==> src/crtc_pkg.sv <==
// ----------------------------------------------------------------------------
// crtc_pkg: shared types for the clock replacement tag cache
// Request and response payloads, command codes and sequencer states.
// ----------------------------------------------------------------------------
package crtc_pkg;

   // command codes
   localparam logic CMD_LOOKUP = 1'b0;
   localparam logic CMD_INSERT = 1'b1;

   // request transfer
   typedef struct packed {
      logic        cmd;
      logic [31:0] key;
   } req_type;

   // response transfer
   typedef struct packed {
      logic       hit;
      logic [3:0] slot;
   } rsp_type;

   // sequencer states
   typedef enum logic [1:0] {
      ST_IDLE,
      ST_SCAN,
      ST_INSERT
   } state_type;

endpackage

==> src/crtc_tag_ram.sv <==
// ----------------------------------------------------------------------------
// crtc_tag_ram: tag storage
// One write port, one read port, registered read data, no reset.
// ----------------------------------------------------------------------------
module crtc_tag_ram #(
   parameter int DEPTH = 10,
   parameter int WIDTH = 32
) (
   input  logic                     clock,
   input  logic                     wr_en,
   input  logic [$clog2(DEPTH)-1:0] wr_addr,
   input  logic [WIDTH-1:0]         wr_data,
   input  logic [$clog2(DEPTH)-1:0] rd_addr,
   output logic [WIDTH-1:0]         rd_data
);

   logic [WIDTH-1:0] mem [DEPTH];
   logic [WIDTH-1:0] rd_data_ff;

   // write port
   always_ff @(posedge clock) begin
      if (wr_en) begin
         mem[wr_addr] <= wr_data;
      end
   end

   // registered read port
   always_ff @(posedge clock) begin
      rd_data_ff <= mem[rd_addr];
   end

   assign rd_data = rd_data_ff;

endmodule

==> src/crtc_seq.sv <==
// ----------------------------------------------------------------------------
// crtc_seq: lookup / insert sequencer
// Scans slots one per cycle through a single tag comparator, walks the
// clock hand over use bits, keeps valid/use bits and the response register.
// ----------------------------------------------------------------------------
module crtc_seq #(
   parameter int ENTRIES   = 10,
   parameter int KEY_WIDTH = 32
) (
   input  logic                       clock,
   input  logic                       reset,
   input  logic                       start,
   output logic                       busy,
   input  crtc_pkg::req_type          req,
   output logic                       rsp_strobe,
   output crtc_pkg::rsp_type          rsp,
   output logic [$clog2(ENTRIES)-1:0] rd_addr,
   input  logic [KEY_WIDTH-1:0]       rd_data,
   output logic                       wr_en,
   output logic [$clog2(ENTRIES)-1:0] wr_addr,
   output logic [KEY_WIDTH-1:0]       wr_data
);
   import crtc_pkg::*;

   localparam int IDX_W = $clog2(ENTRIES);
   localparam logic [IDX_W-1:0] LAST_IDX = IDX_W'(ENTRIES - 1);

   state_type            state_ff, state_in;
   logic [KEY_WIDTH-1:0] key_ff;
   logic [KEY_WIDTH-1:0] key_in;
   logic [IDX_W-1:0]     idx_ff, idx_in;
   logic [IDX_W-1:0]     hand_ff, hand_in;
   logic [ENTRIES-1:0]   valid_ff, valid_in;
   logic [ENTRIES-1:0]   used_ff, used_in;
   logic                 rsp_strobe_ff, rsp_strobe_in;
   rsp_type              rsp_ff, rsp_in;

   logic                 accept;
   logic                 match;
   logic                 last;
   logic                 hand_used;
   logic                 scan_done;
   logic                 ins_done;
   logic [IDX_W-1:0]     idx_next;
   logic [IDX_W-1:0]     hand_next;
   logic [KEY_WIDTH+31:0] key_ext;
   logic [IDX_W+3:0]     idx_ext;
   logic [IDX_W+3:0]     hand_ext;

   // key fitted to the stored tag width
   assign key_ext = {{KEY_WIDTH{1'b0}}, req.key};
   assign key_in  = key_ext[KEY_WIDTH-1:0];

   // slot indexes fitted to the 4-bit response field
   assign idx_ext  = {4'b0000, idx_ff};
   assign hand_ext = {4'b0000, hand_ff};

   // compare and increment logic
   assign accept    = start && (state_ff == ST_IDLE);
   assign match     = valid_ff[idx_ff] && (rd_data == key_ff);
   assign last      = (idx_ff == LAST_IDX);
   assign hand_used = used_ff[hand_ff];
   assign idx_next  = last ? '0 : idx_ff + 1'b1;
   assign hand_next = (hand_ff == LAST_IDX) ? '0 : hand_ff + 1'b1;

   // next state
   always_comb begin
      state_in = state_ff;
      case (state_ff)
         ST_IDLE: begin
            if (accept) begin
               state_in = (req.cmd == CMD_INSERT) ? ST_INSERT : ST_SCAN;
            end
         end
         ST_SCAN: begin
            if (match || last) begin
               state_in = ST_IDLE;
            end
         end
         ST_INSERT: begin
            if (!hand_used) begin
               state_in = ST_IDLE;
            end
         end
         default: state_in = ST_IDLE;
      endcase
   end

   // outputs and datapath controls
   always_comb begin
      rd_addr   = '0;
      scan_done = 1'b0;
      ins_done  = 1'b0;
      case (state_ff)
         ST_IDLE: begin
            rd_addr = '0;
         end
         ST_SCAN: begin
            rd_addr   = idx_next;
            scan_done = match || last;
         end
         ST_INSERT: begin
            ins_done = !hand_used;
         end
         default: begin
            rd_addr = '0;
         end
      endcase
      wr_en   = ins_done;
      wr_addr = hand_ff;
      wr_data = key_ff;
   end

   // slot bits, hand and index updates
   always_comb begin
      idx_in   = idx_ff;
      hand_in  = hand_ff;
      valid_in = valid_ff;
      used_in  = used_ff;
      if (state_ff == ST_IDLE) begin
         idx_in = '0;
      end
      if (state_ff == ST_SCAN) begin
         idx_in = idx_next;
         if (match) begin
            used_in[idx_ff] = 1'b1;
         end
      end
      if (state_ff == ST_INSERT) begin
         if (hand_used) begin
            used_in[hand_ff] = 1'b0;
            hand_in          = hand_next;
         end else begin
            used_in[hand_ff]  = 1'b1;
            valid_in[hand_ff] = 1'b1;
         end
      end
   end

   // response
   always_comb begin
      rsp_strobe_in = scan_done || ins_done;
      rsp_in        = rsp_ff;
      if (scan_done) begin
         rsp_in.hit  = match;
         rsp_in.slot = match ? idx_ext[3:0] : 4'd0;
      end else if (ins_done) begin
         rsp_in.hit  = 1'b0;
         rsp_in.slot = hand_ext[3:0];
      end
   end

   // control registers
   always_ff @(posedge clock) begin
      if (reset) begin
         state_ff      <= ST_IDLE;
         idx_ff        <= '0;
         hand_ff       <= '0;
         valid_ff      <= '0;
         used_ff       <= '0;
         rsp_strobe_ff <= 1'b0;
      end else begin
         state_ff      <= state_in;
         idx_ff        <= idx_in;
         hand_ff       <= hand_in;
         valid_ff      <= valid_in;
         used_ff       <= used_in;
         rsp_strobe_ff <= rsp_strobe_in;
      end
   end

   // payload registers
   always_ff @(posedge clock) begin
      if (accept) begin
         key_ff <= key_in;
      end
      rsp_ff <= rsp_in;
   end

   assign busy       = (state_ff != ST_IDLE);
   assign rsp_strobe = rsp_strobe_ff;
   assign rsp        = rsp_ff;

   // a response only follows a cycle of work
   a_strobe_after_work: assert property (@(posedge clock) disable iff (reset)
      rsp_strobe_ff |-> $past(state_ff != ST_IDLE))
      else $error("response strobe without a preceding operation");

   // hand never leaves the slot range
   a_hand_range: assert property (@(posedge clock) disable iff (reset)
      hand_ff <= LAST_IDX)
      else $error("clock hand out of range");

   // scan index never leaves the slot range
   a_idx_range: assert property (@(posedge clock) disable iff (reset)
      idx_ff <= LAST_IDX)
      else $error("scan index out of range");

   // committed insert leaves its slot valid and used, hand parked there
   a_insert_commit: assert property (@(posedge clock) disable iff (reset)
      ins_done |=> valid_ff[hand_ff] && used_ff[hand_ff]
                   && (hand_ff == $past(hand_ff)) && rsp_strobe_ff && !rsp_ff.hit)
      else $error("insert commit did not mark its slot");

endmodule

==> src/clock_replacement_tag_cache.sv <==
// ----------------------------------------------------------------------------
// clock_replacement_tag_cache: fully associative tag directory, clock policy
// Lookup: slots compared one per cycle, lowest valid match hits.
// Insert: hand skips use-bit-set slots, clearing them, then fills a slot.
// ----------------------------------------------------------------------------
// Lookup: strobe follows the compare of the hit slot k, or of the last slot
//   on a miss; one tag comparator walks the slots.
// Insert: strobe follows the sweep past n set use bits (n <= ENTRIES).
// busy drops as the strobe rises; next start taken at its end, one at a time.
// Responses cannot be stalled. Sync reset clears valid and use bits and the
//   hand at once; stored tags are not cleared (guarded by the valid bits).
// ----------------------------------------------------------------------------
module clock_replacement_tag_cache #(
   parameter int ENTRIES   = 10,
   parameter int KEY_WIDTH = 32
) (
   input  logic              clock,
   input  logic              reset,
   input  logic              start,
   output logic              busy,
   input  crtc_pkg::req_type req_payload,
   output logic              rsp_strobe,
   output crtc_pkg::rsp_type rsp_payload
);
   import crtc_pkg::*;

   localparam int IDX_W = $clog2(ENTRIES);

   logic [IDX_W-1:0]     rd_addr;
   logic [KEY_WIDTH-1:0] rd_data;
   logic                 wr_en;
   logic [IDX_W-1:0]     wr_addr;
   logic [KEY_WIDTH-1:0] wr_data;

   // tag storage
   crtc_tag_ram #(
      .DEPTH (ENTRIES),
      .WIDTH (KEY_WIDTH)
   ) u_tag_ram (
      .clock   (clock),
      .wr_en   (wr_en),
      .wr_addr (wr_addr),
      .wr_data (wr_data),
      .rd_addr (rd_addr),
      .rd_data (rd_data)
   );

   // sequencer and replacement state
   crtc_seq #(
      .ENTRIES   (ENTRIES),
      .KEY_WIDTH (KEY_WIDTH)
   ) u_seq (
      .clock      (clock),
      .reset      (reset),
      .start      (start),
      .busy       (busy),
      .req        (req_payload),
      .rsp_strobe (rsp_strobe),
      .rsp        (rsp_payload),
      .rd_addr    (rd_addr),
      .rd_data    (rd_data),
      .wr_en      (wr_en),
      .wr_addr    (wr_addr),
      .wr_data    (wr_data)
   );

endmodule

==> config.mk <==
export PLATFORM = sky130hd
export DESIGN_NAME = clock_replacement_tag_cache
export DESIGN_NICKNAME = d
export VERILOG_FILES = /design/src/crtc_pkg.sv /design/src/crtc_tag_ram.sv /design/src/crtc_seq.sv /design/src/clock_replacement_tag_cache.sv
export SDC_FILE = /design/constraint.sdc
export NUM_CORES = 1
export LEC_CHECK = 0
export BUFFER_PORTS_ARGS = -buffer_cell sky130_fd_sc_hd__buf_2
export CAP_MARGIN = 20
export CORE_ASPECT_RATIO = 0.5
export CORE_MARGIN = 1
export CORE_UTILIZATION = 35
export CTS_CLUSTER_DIAMETER = 40
export DETAILED_ROUTE_END_ITERATION = 12
export PLACE_DENSITY = 0.5
export SLEW_MARGIN = 20
export SYNTH_ARGS = -nofsm -noshare
export SYNTH_HDL_FRONTEND = slang
export SYNTH_SLANG_ARGS = --single-unit
==> constraint.sdc <==
create_clock -name clock -period 6.2 [get_ports clock]
set_clock_uncertainty 0.1 [all_clocks]
set_input_delay 1.24 -clock clock [delete_from_list [all_inputs] [get_ports clock]]
set_output_delay 1.24 -clock clock [all_outputs]
set_load 0.02 [all_outputs]
==> impl_metrics.toml <==
[floorplanning]
io_pins = 43
dieArea_mm2 = 0.0477
start_util = 0.359
rows = 55
die_h_um = 155
die_w_um = 308
core_mm2 = 0.0456

[critical_path]
required_ns = 6.53
cp-endpoint = "u_tag_ram.rd_data[29]"
r2r-end = "u_tag_ram.rd_data[29]"
rr_worst_depth = 7
critical_path_arrival_ns = 4.01
worstSetupEndpointType = "flop"
start_kind = "flop"
worstPathMaxFanout = 59
crit_path_start = "u_seq.idx_ff[0]"
r2r_slack_ns = 2.51
worstSetupPathType = "flop to flop"
rr_startpoint = "u_seq.idx_ff[0]"

[synthesis]
syn_avg_cell_area_um2 = 15.2
synthMostInstantiatedCell = "edfxtp_1"
synth.top_cell.area_share = 0.655
synth_area_leader_cell = "edfxtp_1"
synth_common_cells = "357 x edfxtp_1, 87 x nand2_1, 70 x a21oi_1, 63 x dfxtp_1, 62 x nand3_1"
netlist_instances = 1074
async_flop_share = 0
ys_seq_area_frac = 0.732
synth_fp_nets = 1110
synth-main-ff-cell = "edfxtp_1"
yosysWarnings = 0
yosys-top-cells-area = "edfxtp_1 66%, dfxtp_1 7.7%, mux4_2 4.7%"
ys_types = 58
ys_ff_latch = 420
synth_edf_count = 357
synth_area_mm2 = 0.0164

[placed_design]
placed_area_mm2 = 0.0174
dpl.cell_count = 1699
routabilityCongestion = 0.822
preCtsSetupSlack_ns = 2.56
portBuffers = 42
hpwl_um = 22400

[cells_and_area]
fill_cells = 4129
n_antenna_cell = 0
nets = 1153
final_cell_area_mm2 = 0.0188
final-instance-count-excl-fill = 1777
drive_above_1_share = 0.176
area_growth_pct = 15.1

[hold_path]
hp-start = "u_seq.valid_ff[5]"
hold_class = "flop to flop"

[timing]
rsz0062_at_grt = "no"
period_minus_slack_ns = 3.69
tns_ns = 0
slew_viol_final = 0
setup_viol = 0
worstMarginPinSlew_ns = 1.00
clock.fmax_mhz = 271
final.setup.worst_slack_ns = 2.51
finalHoldViolations = 0
whs_ns = 0.373
fin_crit_sh = 0.595
slew_headroom = 0.326

[clock_tree]
htreeDepth = 2
cts_setup_buffers = 0
clock-root-buffer = "clkbuf_16"
clk_pin_slew_ns = 0.06
cts_max_path_buffers = 3
cts_resized = 0
cts_tree = "done"
cts_buffers = 43
postCtsHoldBufs = 0
clock_latency_ns = 0.56
clock-sinks = 420

[drt]
routed_wl_um = 41400
antenna_violating_nets_post_route = 0
vias_per_cell = 5.42
wire_per_inst_um = 23.3
drc_errors = 0
vias = 9634
drt_iter0_drc = 1016
drtPass1Iterations = 5

[global_routing]
grt_pass1_vias = 9666
grt-ovfl-total = 0
grt_pass1_wl_um = 61900
track_usage = 0.174
antenna_found_initial = 0
grt_max_degree = 60

[power_and_ir_drop]
power.density_mw_per_mm2 = 327
irDropWorstVdd_v = 0.000198
leakage_nw = 6.03

[flow_run]
cap_violations = 0

[status]
status = "finished clean"
layout make-up:
type,instances,area [µm²],area share
Clock buffer,49,1140,0.0604
Clock inverter,29,345,0.0183
Inverter,7,26.3,0.00139
Multi-Input combinational cell,580,4180,0.222
Sequential cell,420,12000,0.636
Tap cell,627,785,0.0416
Timing Repair Buffer,65,383,0.0203
worst max-delay path, cell delays in order, from the launching register on:
cell and delay (ns):
dfxtp_1 0.85, and2b_1 0.34, a21oi_4 0.07, buf_4 0.36, nor2_4 0.56, buf_4 0.46, mux4_2 0.37, a2111o_1 0.41
per-layer routing:
layer	routed length (µm)	vias to the layer above	part of all wire	GRT usage
met2	18300	320	0.44	0.263
li1	-	4255	-	-
met5	0	-	0	0
met4	872	0	0.021	0.0479
met1	19600	4989	0.47	0.255
met3	2640	70	0.064	0.0354
where the power goes:
part           internal, mW  switching, mW  total (mW)
Sequential             3.12         0.0633        3.19
Clock                  1.59           1.13        2.72
Combinational        0.0953          0.166       0.262
Total                  4.81           1.36        6.17
how the worst min path moves through the flow:
stage / end / slack, ns / cells past startpoint
floorplan: u_seq.valid_ff[4] / 0.33 / 2
global placement: u_seq.valid_ff[2] / 0.36 / 1
detailed placement: u_seq.valid_ff[7] / 0.36 / 1
CTS: u_seq.valid_ff[7] / 0.38 / 1
global route: u_seq.valid_ff[2] / 0.40 / 1
finish: u_seq.valid_ff[5] / 0.37 / 1
cell usage in the layout, fill, tap and decap left out, types with 7 or more instances in the layout:
master,synthesis,layout
a2111o_1,26,26
a211oi_1,7,7
a21boi_0,32,31
a21oi_1,70,69
and2_1,13,9
buf_2,8,42
buf_4,0,23
clkbuf_16,0,43
clkinv_2,0,8
dfxtp_1,63,63
edfxtp_1,357,357
inv_1,7,7
inv_6,0,7
mux2i_1,16,16
mux4_2,34,34
nand2_1,87,86
nand3_1,62,62
nand4_1,15,15
nor2_1,30,24
nor3_1,10,10
o21ai_0,59,59
o21ai_1,8,8
xnor2_1,32,32
sequential cells by signal, summed over array words and instances (netlist names), 2 cells and up:
signal and cells:
u_tag_ram.mem 320, u_seq.rsp 5, u_seq.valid_ff 10, u_seq.idx_ff 4, u_seq.used_ff 10, u_tag_ram.rd_data 32, u_seq.wr_addr 4, u_seq.wr_data 32
u_seq.state_ff 2
metrics by stage:
stage / utilization / total power, mW
2_1_floorplan: - / 3.39
3_3_place_gp: 0.380 / 3.50
3_5_place_dp: 0.380 / 3.51
4_1_cts: 0.413 / 6.23
5_1_grt: 0.413 / 6.36
6_report: 0.413 / 6.17
kinds of logic (layout without fill, tap and decap cells):
logic type      count (synthesis)  in the layout  synth area share
simple gates                  251            251            0.0746
compound gates                245            245             0.100
flops                         420            420             0.732
xor+xnor                       33             33            0.0177
buf+inv                        74            150            0.0180
mux                            51             51            0.0573
Note: power is estimated with default switching activity, not from simulation.
